--- src/emgrms_pkg.sv ---
//------------------------------------------------------------------------------
// emgrms_pkg
// Shared types and constants of the EMG RMS onset detector.
//------------------------------------------------------------------------------
package emgrms_pkg;

	localparam int SAMPLE_W = 12;
	localparam int RMS_W    = 13;
	localparam int PCT_W    = 16;
	localparam int TICK_W   = 16;
	localparam int CAP_W    = 29;
	localparam int CFG_IDX_W = 3;
	localparam int CFG_DATA_W = 16;
	localparam int DEFAULT_WINDOW = 64;

	localparam logic [11:0] RST_OFFSET = 12'd1330;
	localparam logic [15:0] RST_THRESH = 16'd5120;
	localparam logic [15:0] RST_OPEN   = 16'd50;
	localparam logic [15:0] RST_CLOSE  = 16'd300;
	localparam logic [15:0] RST_CAPLEN = 16'd1000;
	localparam logic [15:0] PCT_SCALE  = 16'd25600;
	localparam logic [12:0] RMS_MAX    = 13'd4095;

	// configuration register indexes
	typedef enum logic [CFG_IDX_W-1:0] {
		CFG_OFFSET = 3'd0,
		CFG_THRESH = 3'd1,
		CFG_OPEN   = 3'd2,
		CFG_CLOSE  = 3'd3,
		CFG_CAPLEN = 3'd4
	} cfg_idx_t;

	// item commands
	localparam logic [1:0] FUNC_SAMPLE = 2'd0;
	localparam logic [1:0] FUNC_START  = 2'd1;
	localparam logic [1:0] FUNC_CLEAR  = 2'd2;

	typedef struct packed {
		logic [SAMPLE_W-1:0] emg_sample;
		logic [1:0]          func;
	} in_item_t;

	typedef struct packed {
		logic [RMS_W-1:0] rms_level;
		logic [PCT_W-1:0] normalized_pct;
		logic             arm_open;
		logic             capture_busy;
		logic             level_valid;
		logic [RMS_W-1:0] captured_level;
	} out_item_t;

	// queued work from front to back
	typedef struct packed {
		logic signed [RMS_W-1:0] d;
		logic [1:0]              func;
	} job_t;

	typedef struct packed {
		logic [SAMPLE_W-1:0] sample_offset;
		logic [PCT_W-1:0]    open_threshold_pct;
		logic [TICK_W-1:0]   open_ticks;
		logic [TICK_W-1:0]   close_ticks;
		logic [TICK_W-1:0]   capture_length;
	} cfg_t;

endpackage

--- src/emgrms_if.sv ---
//------------------------------------------------------------------------------
// emgrms channel interfaces
// Valid/ready channels for items, results and configuration writes.
//------------------------------------------------------------------------------
interface emgrms_in_if;
	import emgrms_pkg::*;
	logic     valid;
	logic     ready;
	in_item_t data;
	modport source (output valid, output data, input ready);
	modport sink (input valid, input data, output ready);
endinterface

interface emgrms_out_if;
	import emgrms_pkg::*;
	logic      valid;
	logic      ready;
	out_item_t data;
	modport source (output valid, output data, input ready);
	modport sink (input valid, input data, output ready);
endinterface

interface emgrms_cfg_if;
	import emgrms_pkg::*;
	logic                  valid;
	logic                  ready;
	logic [CFG_IDX_W-1:0]  index;
	logic [CFG_DATA_W-1:0] wdata;
	modport source (output valid, output index, output wdata, input ready);
	modport sink (input valid, input index, input wdata, output ready);
endinterface

--- src/emgrms_front.sv ---
//------------------------------------------------------------------------------
// emgrms_front
// Accepts items, removes the offset and queues them in a two-entry FIFO.
//------------------------------------------------------------------------------
module emgrms_front (
	input  logic                              clk,
	input  logic                              arst_n,
	input  logic                              in_valid,
	output logic                              in_ready,
	input  emgrms_pkg::in_item_t              in_data,
	input  logic [emgrms_pkg::SAMPLE_W-1:0]   sample_offset,
	output logic                              job_valid,
	input  logic                              job_ready,
	output emgrms_pkg::job_t                  job
);
	import emgrms_pkg::*;

	job_t       fifo_q [2];
	logic       wr_ptr_q, rd_ptr_q;
	logic [1:0] cnt_q;
	logic       push, pop;
	job_t       new_job;

	assign in_ready  = (cnt_q != 2'd2);
	assign job_valid = (cnt_q != 2'd0);
	assign job       = fifo_q[rd_ptr_q];
	assign push      = in_valid & in_ready;
	assign pop       = job_valid & job_ready;

	// offset removal
	always_comb begin
		new_job.d    = $signed({1'b0, in_data.emg_sample}) - $signed({1'b0, sample_offset});
		new_job.func = in_data.func;
	end

	// payload store
	always_ff @(posedge clk) begin
		if (push) fifo_q[wr_ptr_q] <= new_job;
	end

	// pointers
	always_ff @(posedge clk or negedge arst_n) begin
		if (!arst_n) begin
			wr_ptr_q <= 1'b0;
			rd_ptr_q <= 1'b0;
			cnt_q    <= 2'd0;
		end else begin
			if (push) wr_ptr_q <= ~wr_ptr_q;
			if (pop) rd_ptr_q <= ~rd_ptr_q;
			cnt_q <= cnt_q + {1'b0, push} - {1'b0, pop};
		end
	end

endmodule

--- src/emgrms_back.sv ---
//------------------------------------------------------------------------------
// emgrms_back
// Ring, square sum, bit-serial root and divides, capture and debounce.
//------------------------------------------------------------------------------
module emgrms_back #(
	parameter int WINDOW = emgrms_pkg::DEFAULT_WINDOW
) (
	input  logic                  clk,
	input  logic                  arst_n,
	input  logic                  job_valid,
	output logic                  job_ready,
	input  emgrms_pkg::job_t      job,
	input  emgrms_pkg::cfg_t      cfg,
	output logic                  out_valid,
	input  logic                  out_ready,
	output emgrms_pkg::out_item_t out_data
);
	import emgrms_pkg::*;

	localparam int PW   = (WINDOW > 1) ? $clog2(WINDOW) : 1;
	localparam int SQW  = 24 + $clog2(WINDOW + 1);
	localparam int MW   = 24;
	localparam int QW   = 29;

	typedef enum logic [7:0] {
		ST_IDLE  = 8'b00000001,
		ST_READ  = 8'b00000010,
		ST_UPD   = 8'b00000100,
		ST_SQRT  = 8'b00001000,
		ST_CAP   = 8'b00010000,
		ST_DIV   = 8'b00100000,
		ST_PCT   = 8'b01000000,
		ST_OUT   = 8'b10000000
	} state_t;

	state_t state_q;

	// ring memory, reset-cleared by valid bits
	logic signed [RMS_W-1:0] ring_mem [WINDOW];
	logic [WINDOW-1:0]       ring_vld_q;
	logic signed [RMS_W-1:0] old_q;
	logic [PW-1:0]           ptr_q;

	logic [SQW-1:0]          sq_sum_q;
	logic signed [RMS_W-1:0] d_q;
	logic [1:0]              func_q;

	// square root state
	logic [MW-1:0]   rem_q;
	logic [RMS_W-1:0] root_q;
	logic [3:0]      step_q;
	logic [RMS_W-1:0] rms_q;

	// capture state
	logic [CAP_W-1:0] cap_sum_q;
	logic [TICK_W-1:0] cap_cnt_q;
	logic             capturing_q;
	logic [RMS_W-1:0] ref_q;
	logic             ref_vld_q;

	// shared restoring divider
	logic [QW-1:0]    dnum_q;
	logic [QW-1:0]    dquo_q;
	logic [TICK_W:0]  drem_q;
	logic [TICK_W-1:0] dden_q;
	logic [4:0]       dcnt_q;
	logic             div_pct_q;

	logic [PCT_W-1:0] pct_q;
	logic             was_above_q;
	logic [TICK_W-1:0] persist_q;
	logic             arm_q;
	logic             out_valid_q;
	out_item_t        out_q;

	logic [MW-1:0]    mag_new, mag_old;
	logic [11:0]      abs_new, abs_old;
	logic [MW-1:0]    trial;
	logic [TICK_W:0]  drem_sh;
	logic             dbit;
	logic [QW-1:0]    quo_full;
	logic             above;
	logic [TICK_W-1:0] persist_inc;
	logic             arm_set, arm_clr;
	logic             publish;

	assign job_ready = (state_q == ST_IDLE);
	assign out_valid = out_valid_q;
	assign out_data  = out_q;
	assign publish   = (state_q == ST_OUT) && (!out_valid_q || out_ready);

	always_comb begin
		abs_new = d_q[RMS_W-1] ? 12'(-d_q) : d_q[11:0];
		abs_old = old_q[RMS_W-1] ? 12'(-old_q) : old_q[11:0];
		mag_new = MW'(abs_new) * MW'(abs_new);
		mag_old = MW'(abs_old) * MW'(abs_old);
		trial   = rem_q - MW'({root_q, 2'b01} << (2 * step_q));
		drem_sh = {drem_q[TICK_W-1:0], dnum_q[QW-1]};
		dbit    = (drem_sh >= {1'b0, dden_q});
		quo_full = {dquo_q[QW-2:0], dbit};
		above   = pct_q > cfg.open_threshold_pct;
		persist_inc = persist_q + 1'b1;
		arm_set = (above == was_above_q) && above && (persist_inc >= cfg.open_ticks);
		arm_clr = (above == was_above_q) && !above && (persist_inc >= cfg.close_ticks);
	end

	// ring write and read; unwritten entries read as zero
	always_ff @(posedge clk) begin
		if (state_q == ST_IDLE && job_valid && job_ready) begin
			old_q <= ring_vld_q[ptr_q] ? ring_mem[ptr_q] : '0;
		end
		if (state_q == ST_READ) ring_mem[ptr_q] <= d_q;
	end

	always_ff @(posedge clk or negedge arst_n) begin
		if (!arst_n) begin
			state_q     <= ST_IDLE;
			ring_vld_q  <= '0;
			ptr_q       <= '0;
			sq_sum_q    <= '0;
			d_q         <= '0;
			func_q      <= '0;
			rem_q       <= '0;
			root_q      <= '0;
			step_q      <= '0;
			rms_q       <= '0;
			cap_sum_q   <= '0;
			cap_cnt_q   <= '0;
			capturing_q <= 1'b0;
			ref_q       <= '0;
			ref_vld_q   <= 1'b0;
			dnum_q      <= '0;
			dquo_q      <= '0;
			drem_q      <= '0;
			dden_q      <= '0;
			dcnt_q      <= '0;
			div_pct_q   <= 1'b0;
			pct_q       <= '0;
			was_above_q <= 1'b0;
			persist_q   <= '0;
			arm_q       <= 1'b0;
			out_valid_q <= 1'b0;
			out_q       <= '0;
		end else begin
			if (publish) out_valid_q <= 1'b1;
			else if (out_valid_q && out_ready) out_valid_q <= 1'b0;
			case (state_q)
				ST_IDLE: begin
					if (job_valid && job_ready) begin
						d_q     <= job.d;
						func_q  <= job.func;
						state_q <= ST_READ;
					end
				end
				ST_READ: begin
					ring_vld_q[ptr_q] <= 1'b1;
					state_q <= ST_UPD;
				end
				ST_UPD: begin
					sq_sum_q <= sq_sum_q - SQW'(mag_old) + SQW'(mag_new);
					ptr_q    <= (ptr_q == PW'(WINDOW - 1)) ? '0 : ptr_q + 1'b1;
					state_q  <= ST_SQRT;
					step_q   <= 4'd12;
					root_q   <= '0;
				end
				ST_SQRT: begin
					// one result bit per cycle, MSB first
					if (step_q == 4'd12) begin
						rem_q  <= MW'((sq_sum_q / WINDOW) > SQW'({MW{1'b1}}) ?
							{MW{1'b1}} : MW'(sq_sum_q / WINDOW));
						step_q <= 4'd11;
					end else begin
						if (rem_q >= MW'({root_q, 2'b01} << (2 * step_q))) begin
							rem_q  <= trial;
							root_q <= {root_q[RMS_W-2:0], 1'b1};
						end else begin
							root_q <= {root_q[RMS_W-2:0], 1'b0};
						end
						if (step_q == 4'd0) state_q <= ST_CAP;
						else step_q <= step_q - 1'b1;
					end
				end
				ST_CAP: begin
					rms_q   <= (root_q > RMS_MAX) ? RMS_MAX : root_q;
					begin : cap_blk
						logic cap_n;
						logic fin_n;
						logic [TICK_W-1:0] cnt_n;
						logic [CAP_W-1:0]  sum_n;
						cap_n = capturing_q;
						fin_n = 1'b0;
						cnt_n = cap_cnt_q;
						sum_n = cap_sum_q;
						if (func_q == FUNC_START && !capturing_q) begin
							cap_n = 1'b1; cnt_n = '0; sum_n = '0;
						end else if (func_q == FUNC_CLEAR) begin
							ref_q <= '0; cap_n = 1'b0; cnt_n = '0;
						end
						if (cap_n) begin
							if (cnt_n < cfg.capture_length) begin
								sum_n = sum_n + CAP_W'(root_q);
								cnt_n = cnt_n + 1'b1;
							end else begin
								cap_n = 1'b0; cnt_n = '0; fin_n = 1'b1;
								ref_vld_q <= 1'b1;
								dnum_q <= sum_n; dden_q <= cfg.capture_length;
								drem_q <= '0; dcnt_q <= 5'd0; div_pct_q <= 1'b0;
							end
						end
						capturing_q <= cap_n;
						cap_cnt_q   <= cnt_n;
						cap_sum_q   <= sum_n;
						state_q     <= fin_n ? ST_DIV : ST_PCT;
					end
				end
				ST_DIV: begin
					// restoring division, one quotient bit per cycle
					drem_q <= dbit ? drem_sh - {1'b0, dden_q} : drem_sh;
					dquo_q <= quo_full;
					dnum_q <= dnum_q << 1;
					if (dcnt_q == 5'd28) begin
						if (div_pct_q) begin
							pct_q <= (quo_full > QW'(16'hFFFF)) ? 16'hFFFF :
								quo_full[PCT_W-1:0];
							state_q <= ST_OUT;
						end else begin
							// zero capture length gives a zero level
							ref_q <= (dden_q == '0) ? '0 :
								(quo_full > QW'(RMS_MAX)) ? RMS_MAX : quo_full[RMS_W-1:0];
							state_q <= ST_PCT;
						end
					end else begin
						dcnt_q <= dcnt_q + 1'b1;
					end
				end
				ST_PCT: begin
					if (!ref_vld_q) begin
						pct_q <= '0; state_q <= ST_OUT;
					end else if (ref_q == '0) begin
						pct_q <= (rms_q != '0) ? 16'hFFFF : 16'h0; state_q <= ST_OUT;
					end else begin
						dnum_q <= QW'(rms_q * PCT_SCALE);
						dden_q <= TICK_W'(ref_q);
						drem_q <= '0; dcnt_q <= 5'd0; div_pct_q <= 1'b1;
						state_q <= ST_DIV;
					end
				end
				ST_OUT: begin
					// debounce then publish once the result register is free
					if (publish) begin
						if (above != was_above_q || arm_set || arm_clr) persist_q <= '0;
						else persist_q <= persist_inc;
						if (arm_set) arm_q <= 1'b1;
						else if (arm_clr) arm_q <= 1'b0;
						was_above_q <= above;
						out_q.rms_level      <= rms_q;
						out_q.normalized_pct <= pct_q;
						out_q.arm_open       <= arm_set ? 1'b1 : arm_clr ? 1'b0 : arm_q;
						out_q.capture_busy   <= capturing_q;
						out_q.level_valid    <= ref_vld_q;
						out_q.captured_level <= ref_q;
						state_q <= ST_IDLE;
					end
				end
				default: state_q <= ST_IDLE;
			endcase
		end
	end

endmodule

--- src/emg_rms_onset_detector.sv ---
//------------------------------------------------------------------------------
// emg_rms_onset_detector
// Moving-window RMS of an EMG channel with capture-normalised onset detection.
//------------------------------------------------------------------------------
// channel | dir | transfer
// in_ch   | in  | emg_sample, func
// out_ch  | out | rms_level .. captured_level
// cfg_ch  | in  | index, wdata register write
//
// An item passes the ring read and update, the bit-serial root, the capture step,
// a restoring divide of the capture sum when a capture ends, a percent divide
// once a nonzero level is held, and the publish step.
// The input queue holds two items while the back end works; a stalled result
// register holds the back end at its publish step only. Reset clears all
// state; the ring is cleared by per-entry valid bits, no clearing pass.
//------------------------------------------------------------------------------
module emg_rms_onset_detector #(
	parameter int WINDOW = emgrms_pkg::DEFAULT_WINDOW
) (
	input  logic           clk,
	input  logic           arst_n,
	emgrms_in_if.sink      in_ch,
	emgrms_out_if.source   out_ch,
	emgrms_cfg_if.sink     cfg_ch
);
	import emgrms_pkg::*;

	cfg_t cfg_q;
	logic job_valid, job_ready;
	job_t job;

	assign cfg_ch.ready = 1'b1;

	// configuration registers
	always_ff @(posedge clk or negedge arst_n) begin
		if (!arst_n) begin
			cfg_q.sample_offset      <= RST_OFFSET;
			cfg_q.open_threshold_pct <= RST_THRESH;
			cfg_q.open_ticks         <= RST_OPEN;
			cfg_q.close_ticks        <= RST_CLOSE;
			cfg_q.capture_length     <= RST_CAPLEN;
		end else if (cfg_ch.valid) begin
			case (cfg_ch.index)
				CFG_OFFSET: cfg_q.sample_offset      <= cfg_ch.wdata[SAMPLE_W-1:0];
				CFG_THRESH: cfg_q.open_threshold_pct <= cfg_ch.wdata;
				CFG_OPEN:   cfg_q.open_ticks         <= cfg_ch.wdata;
				CFG_CLOSE:  cfg_q.close_ticks        <= cfg_ch.wdata;
				CFG_CAPLEN: cfg_q.capture_length     <= cfg_ch.wdata;
				default: ;
			endcase
		end
	end

	emgrms_front u_front (
		.clk, .arst_n,
		.in_valid(in_ch.valid), .in_ready(in_ch.ready), .in_data(in_ch.data),
		.sample_offset(cfg_q.sample_offset),
		.job_valid, .job_ready, .job
	);

	emgrms_back #(.WINDOW(WINDOW)) u_back (
		.clk, .arst_n,
		.job_valid, .job_ready, .job, .cfg(cfg_q),
		.out_valid(out_ch.valid), .out_ready(out_ch.ready), .out_data(out_ch.data)
	);

	// result holds while stalled
	a_out_hold: assert property (@(posedge clk) disable iff (!arst_n)
		out_ch.valid && !out_ch.ready |=> out_ch.valid && $stable(out_ch.data))
		else $error("result changed under stall");
	// level valid never falls
	a_lvl: assert property (@(posedge clk) disable iff (!arst_n)
		$past(out_ch.valid) && out_ch.valid && $past(out_ch.data.level_valid)
		|-> out_ch.data.level_valid)
		else $error("level_valid fell");
	// rms saturates
	a_rms: assert property (@(posedge clk) disable iff (!arst_n)
		out_ch.valid |-> out_ch.data.rms_level <= RMS_MAX)
		else $error("rms out of range");

endmodule
--- src/flat_wrapper.sv ---
// flat-port wrapper written by rule: the top's interface ports become plain ports
module emg_rms_onset_detector_flat import emgrms_pkg::*;
#(
	parameter int WINDOW = emgrms_pkg::DEFAULT_WINDOW
)
  (clk, arst_n, in_ch_valid, in_ch_data, in_ch_ready, out_ch_valid, out_ch_data, out_ch_ready, cfg_ch_valid, cfg_ch_index, cfg_ch_wdata, cfg_ch_ready);
  emgrms_in_if in_ch_i ();
  emgrms_out_if out_ch_i ();
  emgrms_cfg_if cfg_ch_i ();
  input  logic clk;
  input  logic arst_n;
  input wire logic [$bits(in_ch_i.valid)-1:0] in_ch_valid;
  input wire logic [$bits(in_ch_i.data)-1:0] in_ch_data;
  output wire logic [$bits(in_ch_i.ready)-1:0] in_ch_ready;
  output wire logic [$bits(out_ch_i.valid)-1:0] out_ch_valid;
  output wire logic [$bits(out_ch_i.data)-1:0] out_ch_data;
  input wire logic [$bits(out_ch_i.ready)-1:0] out_ch_ready;
  input wire logic [$bits(cfg_ch_i.valid)-1:0] cfg_ch_valid;
  input wire logic [$bits(cfg_ch_i.index)-1:0] cfg_ch_index;
  input wire logic [$bits(cfg_ch_i.wdata)-1:0] cfg_ch_wdata;
  output wire logic [$bits(cfg_ch_i.ready)-1:0] cfg_ch_ready;
  assign in_ch_i.valid = in_ch_valid;
  assign in_ch_i.data = in_ch_data;
  assign in_ch_ready = in_ch_i.ready;
  assign out_ch_valid = out_ch_i.valid;
  assign out_ch_data = out_ch_i.data;
  assign out_ch_i.ready = out_ch_ready;
  assign cfg_ch_i.valid = cfg_ch_valid;
  assign cfg_ch_i.index = cfg_ch_index;
  assign cfg_ch_i.wdata = cfg_ch_wdata;
  assign cfg_ch_ready = cfg_ch_i.ready;
  emg_rms_onset_detector #(.WINDOW(WINDOW)) u_core (.clk(clk), .arst_n(arst_n), .in_ch(in_ch_i), .out_ch(out_ch_i), .cfg_ch(cfg_ch_i));
endmodule
--- config.mk ---
export PLATFORM = sky130hd
export DESIGN_NAME = emg_rms_onset_detector_flat
export DESIGN_NICKNAME = d
export VERILOG_FILES = /design/src/emgrms_pkg.sv /design/src/emgrms_if.sv /design/src/emgrms_front.sv /design/src/emgrms_back.sv /design/src/emg_rms_onset_detector.sv /design/src/flat_wrapper.sv
export SDC_FILE = /design/constraint.sdc
export NUM_CORES = 2
export LEC_CHECK = 0
export ABC_AREA = 1
export BUFFER_PORTS_ARGS = -buffer_cell sky130_fd_sc_hd__clkbuf_2
export CAP_MARGIN = 10
export CORE_MARGIN = 8
export CORE_UTILIZATION = 45
export CTS_CLUSTER_SIZE = 8
export DETAILED_ROUTE_END_ITERATION = 16
export SETUP_SLACK_MARGIN = 0.5
export SLEW_MARGIN = 40
export SYNTH_ARGS = -nofsm -noshare
export SYNTH_HDL_FRONTEND = slang
export SYNTH_SLANG_ARGS = --single-unit
--- constraint.sdc ---
create_clock -name clk -period 8 [get_ports clk]
set_input_delay 1.6 -clock clk [delete_from_list [all_inputs] [get_ports clk]]
set_output_delay 1.6 -clock clk [all_outputs]
set_load 0.01 [all_outputs]
Word level (Yosys, flattened, before mapping)
Memory sizes are Yosys's and may differ from the RTL's. A register that Yosys moved wholly into a read port is not among the register bits. Cells that the tools add are included.

Latch bits: 0. Memory bits (read-only): 0. Flip-flop bits (word level): 477. Memories: 2. Memory bits (writable): 862. Word-level logic and storage cells: 256.

Memory list: u_core.u_back.ring_mem (depth 64, bits a word 13, read ports 1, clocked after Yosys merged registers in 1, wr ports 1, line emgrms_back.sv:39) `logic signed [RMS_W-1:0] ring_mem [WINDOW];`; u_core.u_front.fifo_q (depth 2, bits a word 15, read ports 1, clocked after Yosys merged registers in 1, wr ports 1, line emgrms_front.sv:18) `job_t fifo_q [2];`.

$add $sub $neg: 15. $lt $le $gt $ge: 12. Multiply operators: 3. Eq/ne operators: 36. Divide/modulo/power cells: 0. Reduce and logical (&&, ||, !) cells: 50. Bitwise operators: 6. Muxes and demuxes: 94. Shifts and indexed selects: 1.

Operators by type and width (count): 16-bit 2-to-1 mux (21); 29-bit 2-to-1 mux (8); 13-bit 2-to-1 mux (8); 29-bit one-hot mux with 3 select lines (1); 24-bit 2-to-1 mux (3); 8-bit 2-to-1 mux (8); 64-bit OR (1); 16-bit one-hot mux with 2 select lines (2); 8-bit one-hot mux with 8 select lines (1); 13-bit one-hot mux with 2 select lines (2); 12-bit by 12-bit multiplier with 24-bit output (2); 16-bit one-hot mux with 3 select lines (1); 16-bit by 1-bit adder with 16-bit output, second input constant (2); 16-bit >= comparator (2); 31-bit by 24-bit adder with 31-bit output (1); 31-bit by 24-bit subtractor with 31-bit output (1); 29-bit by 13-bit adder with 29-bit output (1); 29-bit by 12-bit > comparator with 1-bit output, second input constant (1); 29-bit by 16-bit > comparator with 1-bit output, second input constant (1); 2-bit != test, second input constant (14); 25-bit by 24-bit > comparator with 1-bit output, second input constant (1); 5-bit 2-to-1 mux (5); 24-bit >= comparator (1); 12-bit 2-to-1 mux (2); 63 further kinds (127).

Longest topological paths before layout
Depth after elaboration: 10. Mapped depth: 39. Depth with buffers taken out: 39.

Hierarchy
From an unflattened synthesis, not the netlist that was laid out.

Cells, all modules: 7363. Area total of the unflattened synthesis: 72485.8 sq um.

By module, submodules not included: emgrms_back (cells an instance 6776, instances 1, area an instance 67384.6 sq um); emg_rms_onset_detector (cells an instance 342, instances 1, area an instance 3074.2 sq um); emgrms_front (cells an instance 245, instances 1, area an instance 2026.9 sq um).

Worst setup path after synthesis
OpenSTA, ideal clock, no wires.

Path kind: register to register. Start: reg u_core.u_back.d_q[0]. End: reg u_core.u_back.sq_sum_q[25]. Slack: -427 ps. Stages on the path, launching flop included: 34. Data required time: 7882 ps. Period minus slack after synthesis: 8427 ps. Arrival: 8309 ps. Cells stage by stage: dfrtp_1 -> clkinv_1 -> ha_1 -> nand3_1 -> nand3b_1 -> nand2_1 -> nand2_1 -> a21oi_1 -> or2_2 -> nand2_1 -> inv_1 -> nor2_1 -> inv_1 -> fa_1 -> inv_1 -> fa_1 -> inv_1 -> fa_1 -> fa_1 -> inv_1 -> fa_1 -> fa_1 -> inv_1 -> fa_1 -> inv_1 -> ha_1 -> a21oi_1 -> o21a_1 -> o21bai_1 -> a21oi_1 -> o21ai_0 -> or2_2 -> nand3_1 -> nand2_1.

Longest elaborated chain between the ends: 4.

RTL lines: start, declared (line emgrms_back.sv:45) `logic signed [RMS_W-1:0] d_q;`; start signal, assigned (line emgrms_back.sv:150) `d_q <= job.d;`; 12-bit negation (line emgrms_back.sv:93) `abs_new = d_q[RMS_W-1] ? 12'(-d_q) : d_q[11:0];`; 12-bit 2-to-1 mux (*) (line emgrms_back.sv:93); 12-bit by 12-bit multiplier with 24-bit output (*) (line emgrms_back.sv:95) `mag_new = MW'(abs_new) * MW'(abs_new);`; 31-bit by 24-bit adder with 31-bit output (*) (line emgrms_back.sv:160) `sq_sum_q <= sq_sum_q - SQW'(mag_old) + SQW'(mag_new);`; end signal, assigned (line emgrms_back.sv:160); end, declared (line emgrms_back.sv:44) `logic [SQW-1:0] sq_sum_q;`.

Every way passes the cells marked *; elsewhere a longest branch is shown, timed or not. A chain may end at the register's enable or synchronous reset.

Final worst setup path
Start: reg u_core.u_back.d_q[1]. End: reg u_core.u_back.sq_sum_q[26].

The elaborated chain is that of the path after synthesis.

==> run metrics <==
status completed; global-route wire length before repair 300.9 mm; CTS tree done; maximum number of pins on one net before global-route repair 142; post-synthesis area per instance 9.965 um2; Setup TNS 0 ns; Syn Inst Count 7135; synthesis-stage register bit count 1367; Pre-antenna DRT Iters 5; most common cell after layout, fill and taps aside nand2_1; CP Class flop to flop; Post-synth EDFFs 875; Reg2Reg Depth 32; via count 51380; number of synthesis warnings 0; Final Hold Fails 0; DR vias/cell 5.394; clk_skew 0.06206 ns; DP Wirelength 129.1 mm; CP peak stage delay 0.55 ns; Detailed Route Iter0 Violations 4788; critical path depth 32; TritonCTS Sinks 1367; Max H-tree Level 4; post-synthesis sequential area ratio 54.31%; DR WL/cell 20.66 um; Max Clk Rate 137.9 MHz; die area 171000 um2; Die Y 413.5 um; cell taking the most area after synthesis edfxtp_1; most frequent cells in the layout nand2_1, inv_1, edfxtp_1, o21ai_0, dfrtp_1; Final Max Slew Viols 0; unrepaired setup endpoints after global routing no; Hold Crit Depth 2; Crit. End Element flop; total track usage 22.73%; period utilization 90.63%; Synth-to-Final Area Change 13.68%; antenna-violating nets left 0; slew margin rel. 40.27%; n_diodes 0; Most common cell on crit path fa_1; Reg clk slew, reported paths 0.05 ns; Final #Nets 7926; worst-path fanout max 7; asr flop ratio synth 35.99%; number of buffer and inverter stages on the critical path 7; family with the most delay on the worst path adder cells; Routed WL 196.8 mm; number of CTS-inserted buffers 190; antenna violations before repair 10; unique cell type count in the Yosys netlist 61; HP Class flop to flop; crit path DAT 7.92 ns; Slowest-stage cell, CP fa_1; max_cap viols 0; worst skew pair latency 0.81 ns; cell area after synthesis 71100 um2; vias in the first global route 50520; top cells by area, synth edfxtp_1, dfrtp_1, nand2_1; residual DRC count 0; share of the synthesized area in the top cell type 36.96%; Worst Tran Pin Value 0.8960 ns; Initial Utilization 45.10%; CTS max path bufs 3; WP data required 8.67 ns; Final setup viols 0; Final min period 7.250 ns; syn nets 7733; Ports 86; total grt overflow 0; Main synth FF type edfxtp_1; Die Width 413.5 um; layout cells sized above 1 9.726%; CTS Root Cell clkbuf_16; I/O Buffers 84; routability cong. 0.9336; FP Rows 146; core footprint 157600 um2; Setup crit start kind flop
[per-stage QoR]
| stage | cells | setup WS (ns) | hold WS, ns | utilization [%] | area, um2 |
|---|---|---|---|---|---|
| 2_1_floorplan | 7135 | 0.5003 | 0.4244 | - | 71120 |
| 3_3_place_gp | 9182 | 0.3275 | 0.4369 | 47.11 | 74270 |
| 3_5_place_dp | 9183 | 0.1913 | 0.4444 | 47.22 | 74450 |
| 4_1_cts | 9502 | 0.4803 | 0.4573 | 50.79 | 80070 |
| 5_1_grt | 9526 | 0.4439 | 0.4618 | 51.27 | 80830 |
| 6_report | 9526 | 0.7498 | 0.4554 | 51.27 | 80830 |
[layer usage]
metal | vias to the layer above | GRT usage [%] | routed length, um
met5 | - | 0 | 0
met4 | 0 | 6.503 | 5429
met3 | 293 | 2.923 | 12180
met2 | 1513 | 37.27 | 92660
met1 | 25380 | 31.85 | 86550
li1 | 24190 | - | -
[path summary, 6_finish.rpt]
kind                                              startpoint                      endpoint  slack (ns)
worst min-delay path            u_core.u_back.ring_vld_q[25]  u_core.u_back.ring_vld_q[25]        0.46
worst max-delay path                    u_core.u_back.d_q[1]    u_core.u_back.sq_sum_q[26]        0.75
worst max register to register          u_core.u_back.d_q[1]    u_core.u_back.sq_sum_q[26]        0.75
max in group asynchronous                             arst_n    u_core.u_back.persist_q[9]        5.66
min in group asynchronous                             arst_n       u_core.u_back.rms_q[12]        0.67
worst min register to register  u_core.u_back.ring_vld_q[25]  u_core.u_back.ring_vld_q[25]        0.46
[final cells by class]
type	count	area (um2)
clock buffer	303	5231
clock inverter	15	352.8
fill	14130	76820
inverter	1030	3913
multi-input combinational	4495	28340
sequential	1367	38640
tap	2072	2592
timing repair buffer	244	1767
[cell usage after synthesis, types with 110 or more instances]
library cell	instances
nand3_1	234
a21oi_1	214
o21ai_0	494
nand4_1	115
dfrtp_1	471
nand2_1	1742
clkbuf_1	149
ha_1	323
inv_1	1008
edfxtp_1	875
nor2_1	465
a22oi_1	110
fa_1	237
[sequential cells by signal, indices dropped and copies added (netlist names), 24 cells and up]
signal,count
u_core.cfg_q,76
u_core.u_back.cap_sum_q,29
u_core.u_back.dnum_q,29
u_core.u_back.dquo_q,28
u_core.u_back.out_data,45
u_core.u_back.rem_q,24
u_core.u_back.ring_mem,832
u_core.u_back.ring_vld_q,64
u_core.u_back.sq_sum_q,31
u_core.u_front.fifo_q,30
[worst min-delay path: stages, from the launching register on]
cell,delay [ns]
dfrtp_1,0.32
inv_1,0.04
o21ai_0,0.06
[cells by family after synthesis]
| family | synth area share (%) |
|---|---|
| AO/OA/AOI/OAI | 9.520 |
| XOR/XNOR | 1.256 |
| adder cells (fa/ha/maj) | 12.36 |
| buffers and inverters | 6.893 |
| flip-flops | 54.31 |
| other | 0.005274 |
| AND/OR/NAND/NOR | 15.66 |
[timing repair]
item	CTS	global route
pin swaps	1	51
setup endpoints to repair	9	20
setup buffers	1	22
hold buffers	0	0
gates resized for setup	10	134
Power is not shown: default switching activity piles up to over one toggle a cycle in this logic, so the estimate is an artifact.
